[config.mk]
export PLATFORM = sky130hd
export DESIGN_NAME = radix64_armor_encoder_crc24_core
export DESIGN_NICKNAME = d
export VERILOG_FILES = /design/src/sv/r64a_pkg.sv /design/src/sv/r64a_front.sv /design/src/sv/r64a_queue.sv /design/src/sv/r64a_back.sv /design/src/sv/radix64_armor_encoder_crc24_core.sv
export SDC_FILE = /design/constraint.sdc
export NUM_CORES = 1
export LEC_CHECK = 0
export BUFFER_PORTS_ARGS = -buffer_cell sky130_fd_sc_hd__buf_2
export CELL_PAD_IN_SITES_DETAIL_PLACEMENT = 1
export CELL_PAD_IN_SITES_GLOBAL_PLACEMENT = 1
export CORE_ASPECT_RATIO = 1.25
export CORE_MARGIN = 5
export CORE_UTILIZATION = 28
export DETAILED_ROUTE_END_ITERATION = 16
export PLACE_DENSITY = 0.57
export SYNTH_ARGS = -nofsm -noshare
export SYNTH_HDL_FRONTEND = slang
export SYNTH_HIERARCHICAL = 1
export SYNTH_SLANG_ARGS = --single-unit
[constraint.sdc]
create_clock -name clock -period 4.3 [get_ports clock]
set_input_delay 0 -clock clock [delete_from_list [all_inputs] [get_ports clock]]
set_output_delay 0 -clock clock [all_outputs]
set_load 0.005 [all_outputs]
[src/sv/r64a_pkg.sv]
// ----------------------------------------------------------------------------
// r64a_pkg
// Shared types, constants and functions of the radix-64 armor encoder.
// ----------------------------------------------------------------------------
package r64a_pkg;

   localparam logic [23:0] CrcInit = 24'hB704CE;
   localparam logic [23:0] CrcPoly = 24'h864CFB;
   localparam logic [6:0]  NlChar  = 7'h0A;
   localparam logic [6:0]  PadChar = 7'h3D;

   localparam int CmdDepth = 4;
   localparam int CmdPtrW  = $clog2(CmdDepth);
   localparam int CmdCntW  = $clog2(CmdDepth + 1);

   localparam logic [3:0] LastGroupOnLine = 4'd15;

   // one unit of work for the back end
   typedef struct packed {
      logic [23:0] triple;     // three bytes, missing bytes zero
      logic        has_group;  // a full or padded group is emitted
      logic [2:0]  sym_cnt;    // symbols of the group, rest is padding
      logic        line_end;   // newline after the group
      logic        last;       // trailer follows
      logic [23:0] crc;        // checksum so far, of the whole message on the last command
   } cmd_type;

   function automatic logic [23:0] crc_byte(input logic [23:0] crc, input logic [7:0] data);
      logic [23:0] c;
      logic        top;
      c = crc ^ {data, 16'h0000};
      for (int k = 0; k < 8; k++) begin
         top = c[23];
         c   = {c[22:0], 1'b0};
         if (top) begin
            c = c ^ CrcPoly;
         end
      end
      return c;
   endfunction

   function automatic logic [6:0] b64_sym(input logic [5:0] v);
      logic [6:0] ch;
      case (v) inside
         [6'd0:6'd25]:  ch = 7'h41 + {1'b0, v};
         [6'd26:6'd51]: ch = 7'h61 + {1'b0, v} - 7'd26;
         [6'd52:6'd61]: ch = 7'h30 + {1'b0, v} - 7'd52;
         6'd62:         ch = 7'h2B;
         default:       ch = 7'h2F;
      endcase
      return ch;
   endfunction

endpackage

[src/sv/r64a_front.sv]
// ----------------------------------------------------------------------------
// r64a_front
// Accepts message bytes, updates the checksum, gathers groups of three and
// hands one command per completed group or final byte to the queue.
// ----------------------------------------------------------------------------
module r64a_front (
   input  logic             clock,
   input  logic             reset,
   input  logic             accept,
   input  logic [7:0]       data_byte,
   input  logic             last_byte,
   output logic             cmd_push,
   output r64a_pkg::cmd_type cmd
);
   import r64a_pkg::*;

   logic [23:0] crc_ff, crc_in;
   logic [7:0]  held0_ff, held0_in;
   logic [7:0]  held1_ff, held1_in;
   logic [1:0]  phase_ff, phase_in;
   logic [3:0]  groups_ff, groups_in;
   logic [23:0] crc_next;

   assign crc_next = crc_byte(crc_ff, data_byte);

   always_comb begin
      crc_in    = crc_ff;
      held0_in  = held0_ff;
      held1_in  = held1_ff;
      phase_in  = phase_ff;
      groups_in = groups_ff;
      cmd_push  = 1'b0;
      cmd       = '0;
      cmd.crc   = crc_next;
      cmd.last  = last_byte;
      if (accept) begin
         crc_in = crc_next;
         if (phase_ff == 2'd2) begin
            cmd.triple    = {held0_ff, held1_ff, data_byte};
            cmd.has_group = 1'b1;
            cmd.sym_cnt   = 3'd4;
            cmd.line_end  = (groups_ff == LastGroupOnLine);
            cmd_push      = 1'b1;
            phase_in      = 2'd0;
            groups_in     = groups_ff + 4'd1;
         end else begin
            if (phase_ff[0]) begin
               held1_in = data_byte;
            end else begin
               held0_in = data_byte;
            end
            phase_in = phase_ff + 2'd1;
            if (last_byte) begin
               cmd.has_group = 1'b1;
               cmd_push      = 1'b1;
               if (phase_ff[0]) begin
                  cmd.triple  = {held0_ff, data_byte, 8'h00};
                  cmd.sym_cnt = 3'd3;
               end else begin
                  cmd.triple  = {data_byte, 16'h0000};
                  cmd.sym_cnt = 3'd2;
               end
            end
         end
         if (last_byte) begin
            cmd_push  = 1'b1;
            crc_in    = CrcInit;
            held0_in  = 8'h00;
            held1_in  = 8'h00;
            phase_in  = 2'd0;
            groups_in = 4'd0;
         end
      end
   end

   always_ff @(posedge clock) begin
      if (reset) begin
         crc_ff    <= CrcInit;
         held0_ff  <= 8'h00;
         held1_ff  <= 8'h00;
         phase_ff  <= 2'd0;
         groups_ff <= 4'd0;
      end else begin
         crc_ff    <= crc_in;
         held0_ff  <= held0_in;
         held1_ff  <= held1_in;
         phase_ff  <= phase_in;
         groups_ff <= groups_in;
      end
   end

endmodule

[src/sv/r64a_queue.sv]
// ----------------------------------------------------------------------------
// r64a_queue
// Short command queue between the front and the back end.
// ----------------------------------------------------------------------------
module r64a_queue (
   input  logic              clock,
   input  logic              reset,
   input  logic              push,
   input  r64a_pkg::cmd_type push_cmd,
   input  logic              pop,
   output r64a_pkg::cmd_type head_cmd,
   output logic              q_full,
   output logic              q_empty
);
   import r64a_pkg::*;

   cmd_type              slot_ff [CmdDepth];
   logic [CmdPtrW-1:0]   wr_ptr_ff, wr_ptr_in;
   logic [CmdPtrW-1:0]   rd_ptr_ff, rd_ptr_in;
   logic [CmdCntW-1:0]   count_ff, count_in;
   logic                 do_push, do_pop;

   assign q_full   = (count_ff == CmdCntW'(CmdDepth));
   assign q_empty  = (count_ff == '0);
   assign head_cmd = slot_ff[rd_ptr_ff];
   assign do_push  = push && !q_full;
   assign do_pop   = pop && !q_empty;

   always_comb begin
      wr_ptr_in = wr_ptr_ff;
      rd_ptr_in = rd_ptr_ff;
      count_in  = count_ff;
      if (do_push) begin
         wr_ptr_in = (wr_ptr_ff == CmdPtrW'(CmdDepth - 1)) ? '0 : wr_ptr_ff + 1'b1;
      end
      if (do_pop) begin
         rd_ptr_in = (rd_ptr_ff == CmdPtrW'(CmdDepth - 1)) ? '0 : rd_ptr_ff + 1'b1;
      end
      if (do_push && !do_pop) begin
         count_in = count_ff + 1'b1;
      end else if (do_pop && !do_push) begin
         count_in = count_ff - 1'b1;
      end
   end

   always_ff @(posedge clock) begin
      if (reset) begin
         wr_ptr_ff <= '0;
         rd_ptr_ff <= '0;
         count_ff  <= '0;
      end else begin
         wr_ptr_ff <= wr_ptr_in;
         rd_ptr_ff <= rd_ptr_in;
         count_ff  <= count_in;
      end
   end

   always_ff @(posedge clock) begin
      if (do_push) begin
         slot_ff[wr_ptr_ff] <= push_cmd;
      end
   end

endmodule

[src/sv/r64a_back.sv]
// ----------------------------------------------------------------------------
// r64a_back
// Expands commands into armored characters, one per cycle unless the result
// side stalls, into an output register that the result side drains.
// ----------------------------------------------------------------------------
module r64a_back (
   input  logic              clock,
   input  logic              reset,
   input  r64a_pkg::cmd_type head_cmd,
   input  logic              q_empty,
   output logic              q_pop,
   output logic [6:0]        out_char,
   output logic              last_char,
   output logic              out_empty,
   input  logic              out_pop
);
   import r64a_pkg::*;

   typedef enum logic [3:0] {
      StepGrp0,
      StepGrp1,
      StepGrp2,
      StepGrp3,
      StepLnNl,
      StepTrNl,
      StepTrPad,
      StepCrc0,
      StepCrc1,
      StepCrc2,
      StepCrc3,
      StepEnd
   } step_type;

   cmd_type    cur_ff, cur_in;
   logic       busy_ff, busy_in;
   step_type   step_ff, step_in;
   logic       valid_ff, valid_in;
   logic [6:0] char_ff, char_in;
   logic       last_ff, last_in;

   logic       advance, done, load;
   step_type   step_next;
   logic [6:0] ch;
   logic [5:0] grp_sext;

   assign advance = busy_ff && (!valid_ff || out_pop);
   assign load    = (!busy_ff || (advance && done)) && !q_empty;
   assign q_pop   = load;

   always_comb begin
      case (step_ff[1:0])
         2'd0:    grp_sext = cur_ff.triple[23:18];
         2'd1:    grp_sext = cur_ff.triple[17:12];
         2'd2:    grp_sext = cur_ff.triple[11:6];
         default: grp_sext = cur_ff.triple[5:0];
      endcase
   end

   always_comb begin
      ch        = NlChar;
      done      = 1'b0;
      step_next = step_type'(step_ff + 4'd1);
      case (step_ff)
         StepGrp0, StepGrp1, StepGrp2, StepGrp3: begin
            ch = ({1'b0, step_ff[1:0]} < cur_ff.sym_cnt) ? b64_sym(grp_sext) : PadChar;
            if (step_ff == StepGrp3) begin
               if (cur_ff.line_end) begin
                  step_next = StepLnNl;
               end else if (cur_ff.last) begin
                  step_next = StepTrNl;
               end else begin
                  done = 1'b1;
               end
            end
         end
         StepLnNl: begin
            ch = NlChar;
            if (!cur_ff.last) begin
               done = 1'b1;
            end
         end
         StepTrNl:  ch = NlChar;
         StepTrPad: ch = PadChar;
         StepCrc0:  ch = b64_sym(cur_ff.crc[23:18]);
         StepCrc1:  ch = b64_sym(cur_ff.crc[17:12]);
         StepCrc2:  ch = b64_sym(cur_ff.crc[11:6]);
         StepCrc3:  ch = b64_sym(cur_ff.crc[5:0]);
         StepEnd: begin
            ch        = NlChar;
            done      = 1'b1;
            step_next = StepGrp0;
         end
         default: begin
            ch        = NlChar;
            done      = 1'b1;
            step_next = StepGrp0;
         end
      endcase
   end

   always_comb begin
      cur_in   = cur_ff;
      busy_in  = busy_ff;
      step_in  = step_ff;
      valid_in = valid_ff;
      char_in  = char_ff;
      last_in  = last_ff;
      if (valid_ff && out_pop) begin
         valid_in = 1'b0;
      end
      if (advance) begin
         valid_in = 1'b1;
         char_in  = ch;
         last_in  = (step_ff == StepEnd);
         step_in  = step_next;
         if (done) begin
            busy_in = 1'b0;
         end
      end
      if (load) begin
         cur_in  = head_cmd;
         busy_in = 1'b1;
         step_in = head_cmd.has_group ? StepGrp0 : StepTrNl;
      end
   end

   always_ff @(posedge clock) begin
      if (reset) begin
         cur_ff   <= '0;
         busy_ff  <= 1'b0;
         step_ff  <= StepGrp0;
         valid_ff <= 1'b0;
         char_ff  <= '0;
         last_ff  <= 1'b0;
      end else begin
         cur_ff   <= cur_in;
         busy_ff  <= busy_in;
         step_ff  <= step_in;
         valid_ff <= valid_in;
         char_ff  <= char_in;
         last_ff  <= last_in;
      end
   end

   assign out_char  = char_ff;
   assign last_char = last_ff;
   assign out_empty = !valid_ff;

endmodule

[src/sv/radix64_armor_encoder_crc24_core.sv]
// ----------------------------------------------------------------------------
// radix64_armor_encoder_crc24_core
// Radix-64 armor encoder with a CRC-24 trailer line.
// ----------------------------------------------------------------------------
// Bytes are taken one per cycle while full is low; the front end updates the
// checksum in the same cycle and queues one command per finished group of
// three bytes or final byte (command queue of four entries). The back end
// writes one character per cycle into the output register unless the output
// side stalls, so the output side sets the sustained rate: four characters
// per three bytes plus one newline per 48 bytes, and the final byte adds its
// group, padded where short, and the checksum line. A message must hold at
// least one byte; once its final byte is taken the front end starts the next
// message from its reset state.
module radix64_armor_encoder_crc24_core (
   input  logic       clock,
   input  logic       reset,
   input  logic [7:0] req_data_byte,
   input  logic       req_last_byte,
   input  logic       push,
   output logic       full,
   output logic [6:0] rsp_out_char,
   output logic       rsp_last_char,
   output logic       empty,
   input  logic       pop
);
   import r64a_pkg::*;

   logic    accept;
   logic    cmd_push;
   cmd_type cmd;
   cmd_type head_cmd;
   logic    q_full, q_empty, q_pop;

   assign full   = q_full;
   assign accept = push && !q_full;

   r64a_front u_front (
      .clock     (clock),
      .reset     (reset),
      .accept    (accept),
      .data_byte (req_data_byte),
      .last_byte (req_last_byte),
      .cmd_push  (cmd_push),
      .cmd       (cmd)
   );

   r64a_queue u_queue (
      .clock    (clock),
      .reset    (reset),
      .push     (cmd_push),
      .push_cmd (cmd),
      .pop      (q_pop),
      .head_cmd (head_cmd),
      .q_full   (q_full),
      .q_empty  (q_empty)
   );

   r64a_back u_back (
      .clock     (clock),
      .reset     (reset),
      .head_cmd  (head_cmd),
      .q_empty   (q_empty),
      .q_pop     (q_pop),
      .out_char  (rsp_out_char),
      .last_char (rsp_last_char),
      .out_empty (empty),
      .out_pop   (pop)
   );

endmodule

---- After elaboration in Yosys (flattened, before gate mapping) ----
Memory sizes are Yosys's and may differ from the RTL's. A register that Yosys moved wholly into a read port is not among the register bits.
Cells that the tools add are included.
storage, ports and cells
  output and inout bits ................... 10
  memories kept ........................... 1
  register bits after elaboration ......... 120
  word-level logic and storage cells ...... 239
  memory bits (writable) .................. 216
memories
  memory           words  bits a word  rd ports  clocked after memory_dff  write ports  RTL line          text
  u_queue.slot_ff  4      54           1         1                         1            r64a_queue.sv:17  cmd_type slot_ff [CmdDepth];
cells by class
  order comparisons ....................... 31
  mux-type cells .......................... 75
  reduce and logical (&&, ||, !) cells .... 48
  $add $sub $neg .......................... 32
  equality and inequality tests ........... 25
  bitwise logic cells ..................... 9
operator list
  kind                                                                                 count
  24-bit two-way mux                                                                   10
  7-bit two-way mux                                                                    16
  13-bit NOT                                                                           8
  7-bit by 6-bit adder with 7-bit output, first input constant                         10
  6-bit less-or-equal comparator, second input constant                                10
  28-bit two-way mux                                                                   2
  8-bit two-way mux                                                                    6
  7-bit one-hot mux with 6 select lines                                                1
  6-bit by 6-bit adder with 7-bit output, first input constant                         5
  7-bit by 5-bit subtractor with 7-bit output, second input constant                   5
  7-bit by 6-bit subtractor with 7-bit output, second input constant                   5
  6-bit equality test, second input constant                                           5
  6-bit by 1-bit greater-or-equal comparator with 1-bit output, second input constant  5
  6-bit by 5-bit greater-or-equal comparator with 1-bit output, second input constant  5
  6-bit greater-or-equal comparator, second input constant                             5
  6-bit by 5-bit less-or-equal comparator with 1-bit output, second input constant     5
  29-bit two-way mux                                                                   1
  4-bit two-way mux                                                                    7
  1-bit logical AND                                                                    24
  3-bit two-way mux                                                                    8
  24-bit XOR                                                                           1
  4-bit equality test, second input constant                                           5
  6-bit one-hot mux with 3 select lines                                                1
  4-bit by 3-bit equality test with 1-bit output, second input constant                4
  other kinds (26)                                                                     66

---- Depth between registers and ports, before layout ----
  depth in word-level cells ............... 18
  depth in mapped cells ................... 18
  gate-level depth less buffers ........... 15

---- Cells and area by module ----
Netlist, hierarchy kept.
by module, submodules not included
  module                            cells an instance  seq. area each (um^2)  times used  area each (um^2)
  r64a_queue                        332                6666.4                 1           8290.5
  r64a_back                         720                1341.3                 1           5387.7
  r64a_front                        277                920.9                  1           2651.3
  radix64_armor_encoder_crc24_core  1                  0.0                    1           13.8

---- Least setup slack after synthesis ----
No wires, ideal clock.
  path kind ............................... register to register
  start point ............................. register u_back.step_ff[0]
  end point ............................... register u_queue.count_ff[2]
  path slack .............................. 1.044 ns
  library setup time ...................... 0.070 ns
  stages on the path, launching flop included .. 19
  data required time ...................... 4.230 ns
  arrival ................................. 3.185 ns
  clock period less this slack ............ 3.256 ns
  path through ............................ dfxtp_1 > inv_1 > ha_1 > buf_4 > nor3_1 > nand2_1 > o311ai_1 > a21oi_1 > or2_1 > buf_2 > inv_2 > buf_2 > o31ai_2 > ha_1 > inv_1 > fa_1 > xor2_1 > or3_2 > a21oi_1
between the ends
  cells in the longest elaborated chain, start to end .. 10
  elaborated cells on any way between the ends .. 24
RTL lines
  element                                                                 RTL line                                text
  start: declaration                                                      r64a_back.sv:36                         step_type step_ff, step_in;
  start signal: assignment                                                r64a_back.sv:131                        step_ff <= StepGrp0;
  start signal: assignment                                                r64a_back.sv:138                        step_ff <= step_in;
  4-bit by 3-bit equality test with 1-bit output (tied with other cells)  r64a_back.sv:63                         case (step_ff)
  6-bit OR reduction (no line) (tied with other cells)                    -
  1-bit one-hot mux with 3 select lines *                                 r64a_back.sv:63
  1-bit logical AND *                                                     r64a_back.sv:47                         assign load = (!busy_ff || (advance && done)) && !q_empty;
  1-bit logical OR *                                                      r64a_back.sv:47
  1-bit logical AND *                                                     r64a_back.sv:47
  named net q_pop                                                         radix64_armor_encoder_crc24_core.sv:32  logic q_full, q_empty, q_pop;
  1-bit logical AND *                                                     r64a_queue.sv:27                        assign do_pop = pop && !q_empty;
  1-bit zero test                                                         r64a_queue.sv:39                        if (do_push && !do_pop) begin
  1-bit logical AND                                                       r64a_queue.sv:39
  3-bit two-way mux or 2-bit nonzero test (tied branches)                 -
  end signal: assignment                                                  r64a_queue.sv:54                        count_ff <= count_in;
  end: declaration                                                        r64a_queue.sv:20                        logic [CmdCntW-1:0] count_ff, count_in;
The timed path passes the listed nets; every way through them passes the cells marked *.
A chain may end at the register's enable or synchronous reset.

---- Final worst setup path ----
  start point ............................. register u_back.step_ff[0]
  end point ............................... register u_back.char_ff[3], in the netlist u_back/out_char[3]
between the ends
  cells in the longest elaborated chain, start to end .. 9
  elaborated cells on any way between the ends .. 34
RTL lines
  element                                                                           RTL line                         text
  2-bit equality test (tied with other cells)                                       r64a_back.sv:51                  case (step_ff[1:0])
  6-bit one-hot mux with 3 select lines                                             r64a_back.sv:51
  6-bit by 6-bit adder with 7-bit output (tied with other cells)                    r64a_pkg.sv:47                   [6'd52:6'd61]: ch = 7'h30 + {1'b0, v} - 7'd52;
  7-bit by 6-bit subtractor with 7-bit output or 1-bit logical AND (tied branches)  r64a_pkg.sv:47, r64a_back.sv:65
  7-bit two-way mux (3 in a row)                                                    r64a_pkg.sv:44                   case (v) inside
  7-bit two-way mux                                                                 r64a_back.sv:65                  ch = ({1'b0, step_ff[1:0]} < cur_ff.sym_cnt) ? b64_sym(grp_sext) : PadChar;
  7-bit one-hot mux with 6 select lines *                                           r64a_back.sv:63
  end signal: assignment                                                            r64a_back.sv:140                 char_ff <= char_in;
  end: declaration                                                                  r64a_back.sv:38                  logic [6:0] char_ff, char_in;
Mark *: on every way between the ends. The rest lies on a longest branch, timed or not.

==> impl_summary.log <==
[metrics] result of the run: finished clean
[metrics] CTS tree: built
[metrics] post-synthesis cell type with the largest combined area: edfxtp_1
[metrics] Primary FF master, synth: edfxtp_1
[metrics] antenna violations before repair: 0
[metrics] total overflow reported by the global router: 0
[metrics] reg-to-reg slack, setup: 0.58 ns
[metrics] count of buffers inserted at the top-level ports: 22
[metrics] count of final hold-check violations: 0
[metrics] number of fill cells: 6234
[metrics] Setup TNS: 0 ns
[metrics] area growth from synthesis to layout: 12.3%
[metrics] number of instances in the synthesized netlist: 1330
[metrics] clk sink count: between 300 and 400
[metrics] Clock Root Buffer: clkbuf_16
[metrics] number of buffers added to fix hold violations after cts: 9
[metrics] Post-layout nets: 1400
[metrics] maximum frequency from static timing analysis: 269 MHz
[metrics] overall track demand over capacity in global routing: 13.3%
[metrics] die footprint: 63300 um2
[metrics] Setup crit start kind: register
[metrics] final clock period utilization by the worst path: 86.6%
[metrics] total power divided by cell area: 723 nW/um2
[metrics] time the final worst path needs with I/O delays and setup: 3.72 ns
[metrics] worst vdd rail ir drop: 0.368 mV
[metrics] placed cell count: a little over 2000
[metrics] worst-case clock buffer depth: 3
[metrics] leading cell types by count after synthesis: edfxtp_1 (216), nand2_1 (155), dfxtp_1 (122)
[metrics] Least-Margin Pin Slew: 0.915 ns
[metrics] register bit count reported by yosys: 338
[metrics] Max-cap violations: 0
[metrics] Syn. warnings: 6
[metrics] DIE WIDTH: ~230 um
[metrics] I/O pin total: 23
[metrics] clock input transition at the sequential cells of the worst setup and hold paths: 0.06 ns
[metrics] overall routed net length: 42.3 mm
[metrics] net switching power: around 0.0051 W
[metrics] CP required: between 4 and 5 ns
[metrics] worst hold stages: 2
[metrics] internal power consumption: approximately 0.008 W
[metrics] maximum clock skew at final layout: 0.0324 ns
[metrics] sequential fraction of design power: between 30 and 40%
[metrics] Crit. End Element: register
[metrics] share of flip-flops with an asynchronous set or reset: 0%
[metrics] Setup Fix Bufs, Post-CTS: 0
[metrics] clock latency of the later-clocked register in the worst-skew pair: ~0.54 ns
[metrics] Detail Route Antenna Nets: 0
[metrics] area share of the largest cell type after synthesis: 39.7%
[metrics] RR Startpoint: u_back/step_ff[0]
[metrics] number of gates resized after cts: 0
[metrics] total number of vias: between 10000 and 15000
[metrics] reg2reg end: u_back/out_char[3]
[metrics] share of total power in combinational logic: 38.0%
[metrics] Max Transition Viols Final: 0
[metrics] Worst Min Path Start: reset
[metrics] Data arrival, critical path: 4.12 ns
[metrics] area of the core: 58100 um2
[metrics] slew margin rel.: a little under two fifths
[metrics] overall die height: 280 um
[metrics] unrepaired setup endpoints after global routing: no
[metrics] violation count after the first detailed-route iteration: 794
[metrics] leakage power: 6.12 nW
[metrics] Pre-Repair DR Iteration Count: 7
[metrics] synthesized area: 16300 um2
[metrics] worst reg-to-reg path cell count: 12
[metrics] Mean Syn Cell Area: 12.3 um2
[metrics] sum of net half-perimeters after detailed placement: 29.7 mm
[metrics] WL per Instance: 20.0 um
[metrics] WHS Endpoint: u_front/crc_ff[19]
[metrics] class of the most critical hold timing path: input pin to register
[metrics] switching share of power: about two fifths
[metrics] most numerous cell in the Yosys netlist: edfxtp_1
[metrics] DR vias/cell: approximately 5.0
[metrics] initial cell density of the core: 28.1%
[metrics] critical setup path kind: register to register
[metrics] cell row count: 99
[metrics] fraction of layout instances using a drive strength above 1: 15.3%
[metrics] maximum level of the CTS H-tree: 2
[metrics] placer's final routability congestion estimate: 0.824
[metrics] Cell Count, Final, Fillers Out: 2120
[metrics] number of antenna diodes: 0
[metrics] pin count of the biggest net entering global routing: 68
[metrics] number of flops mapped to enable cells by yosys: 216
[metrics] drc violations: 0
[metrics] largest fanout on the critical path: 16
[metrics] number of distinct library cell variants in the gate-level netlist after synthesis: 103
[metrics] register area share after synthesis: between 50% and 60%
[metrics] CTS buffer count: 35
[metrics] endpoints failing setup: 0
[metrics] dominant cells by area after synthesis: edfxtp_1 (40%), dfxtp_1 (15%), mux4_2 (7.4%)
[metrics] wire length of the first global-routing pass: between 60 and 70 mm
[metrics] share of total power in the clock network: 22.7%
[metrics] net count after synthesis: 1393
[metrics] vias in the first global route: 11100
cell usage in the layout, fill, tap and decap left out, types with 7 or more instances in the layout:
cell / n
mux2i_1: 9
nand2_1: 155
nor3_1: 19
edfxtp_1: 216
nand3_1: 13
buf_2: 21
o211ai_1: 7
o21ai_0: 19
clkinv_2: 7
clkinvlp_4: 7
o31ai_1: 8
inv_1: 41
and3_1: 10
xnor2_1: 41
o21ai_1: 12
nor2b_1: 11
a21oi_1: 91
a22o_1: 12
dlygate4sd3_1: 9
a22oi_1: 36
dfxtp_1: 120
nor2_1: 101
a31oi_1: 11
or2_2: 7
ha_1: 49
or3_1: 8
mux4_2: 54
a211oi_1: 12
buf_4: 14
xor2_1: 18
clkbuf_16: 35
flip-flops by register name, indices dropped and copies added (netlist names), named ones only:
register / flops
u_back/valid_ff: 1
u_front/groups_ff: 4
u_back/step_ff: 4
u_queue/rd_ptr_ff: 2
u_front/crc_ff: 24
u_front/held0_ff: 8
u_queue/wr_ptr_ff: 2
u_back/last_char: 1
u_back/busy_ff: 1
u_queue/slot_ff: 216
u_front/phase_ff: 2
u_back/out_char: 7
u_queue/count_ff: 3
u_back/cur_ff: 53
u_front/held1_ff: 8
worst max-delay path, stage by stage (launching register included):
cell and delay (ns):
dfxtp_1 0.36, inv_1 0.14, ha_1 0.57, a222oi_1 0.19, mux2i_1 0.73, inv_1 0.20
ha_1 0.31, nor2_1 0.21, nor2_1 0.10, o21ai_2 0.20, or3_2 0.15, a211oi_1 0.06
a2111oi_1 0.38
through the flow:
| step | area (um2) | worst slack [ns] | hold slack, ns | utilization, % | total power (W) |
|---|---|---|---|---|---|
| final | 18400 | 0.577 | 0.0278 | 31.6 | 0.0133 |
| after global routing | 18400 | 0.174 | 0.0528 | 31.6 | 0.0142 |
| after CTS | 18400 | 0.588 | 0.0117 | 31.6 | 0.0135 |
| after detailed placement | 17100 | 0.603 | 0.435 | 29.5 | 0.0104 |
| after global placement | 17100 | 0.785 | 0.423 | 29.5 | 0.0103 |
| after floorplan | 16300 | 1.04 | 0.151 | - | 0.00891 |
kinds of logic after synthesis:
kind of cell | count (synthesis) | share of synthesized area (%)
AOI/OAI and AO/OA | 288 | 12.3
and+or+nand+nor | 383 | 11.1
xor gates and xnor gates | 80 | 5.87
muxes | 68 | 8.41
buffers and inverters | 123 | 3.87
DFF | 338 | 54.6
adders and majority gates | 50 | 3.87
per-layer routing:
layer  vias to the layer above  track usage (%)  share of wire (%)
met3                        56             1.49                2.8
met1                      5338             17.1                 44
met4                         0             3.84                2.1
li1                       4971                -                  -
met2                       140             23.5                 51
met5                         -                0                  0
power groups by stage:
stage / combinational [W] / clock, W / sequential (W)
3_5_place_dp: 0.00511 / 0 / 0.00531
5_1_grt: 0.00561 / 0.00325 / 0.00532
3_3_place_gp: 0.00503 / 0 / 0.00528
4_1_cts: 0.00514 / 0.00312 / 0.00524
2_1_floorplan: 0.00405 / 0 / 0.00486
6_report: 0.00505 / 0.00301 / 0.00522
layout make-up:
cell class | count | area (um2) | area share, %
inverter | 45 | 174 | 0.947
clock inverter | 24 | 253 | 1.38
tap | 757 | 947 | 5.16
multi-input combinational | 869 | 6780 | 36.9
clock buffer | 39 | 891 | 4.85
sequential | 338 | 8930 | 48.7
timing repair buffer | 48 | 380 | 2.07
worst max path at each step:
stage	from	slack, ns	endpoint	cells past startpoint
2_1_floorplan	u_back/step_ff[0]	1.04	u_queue/count_ff[2]	18
3_5_place_dp	u_back/step_ff[0]	0.60	u_back/out_char[4]	12
5_1_grt	u_back/step_ff[0]	0.17	u_back/out_char[3]	12
4_1_cts	u_back/step_ff[0]	0.59	u_back/out_char[4]	12
3_3_place_gp	u_back/step_ff[0]	0.78	u_back/out_char[4]	12
6_report	u_back/step_ff[0]	0.58	u_back/out_char[3]	12
Note: power is estimated with default switching activity, not from simulation.
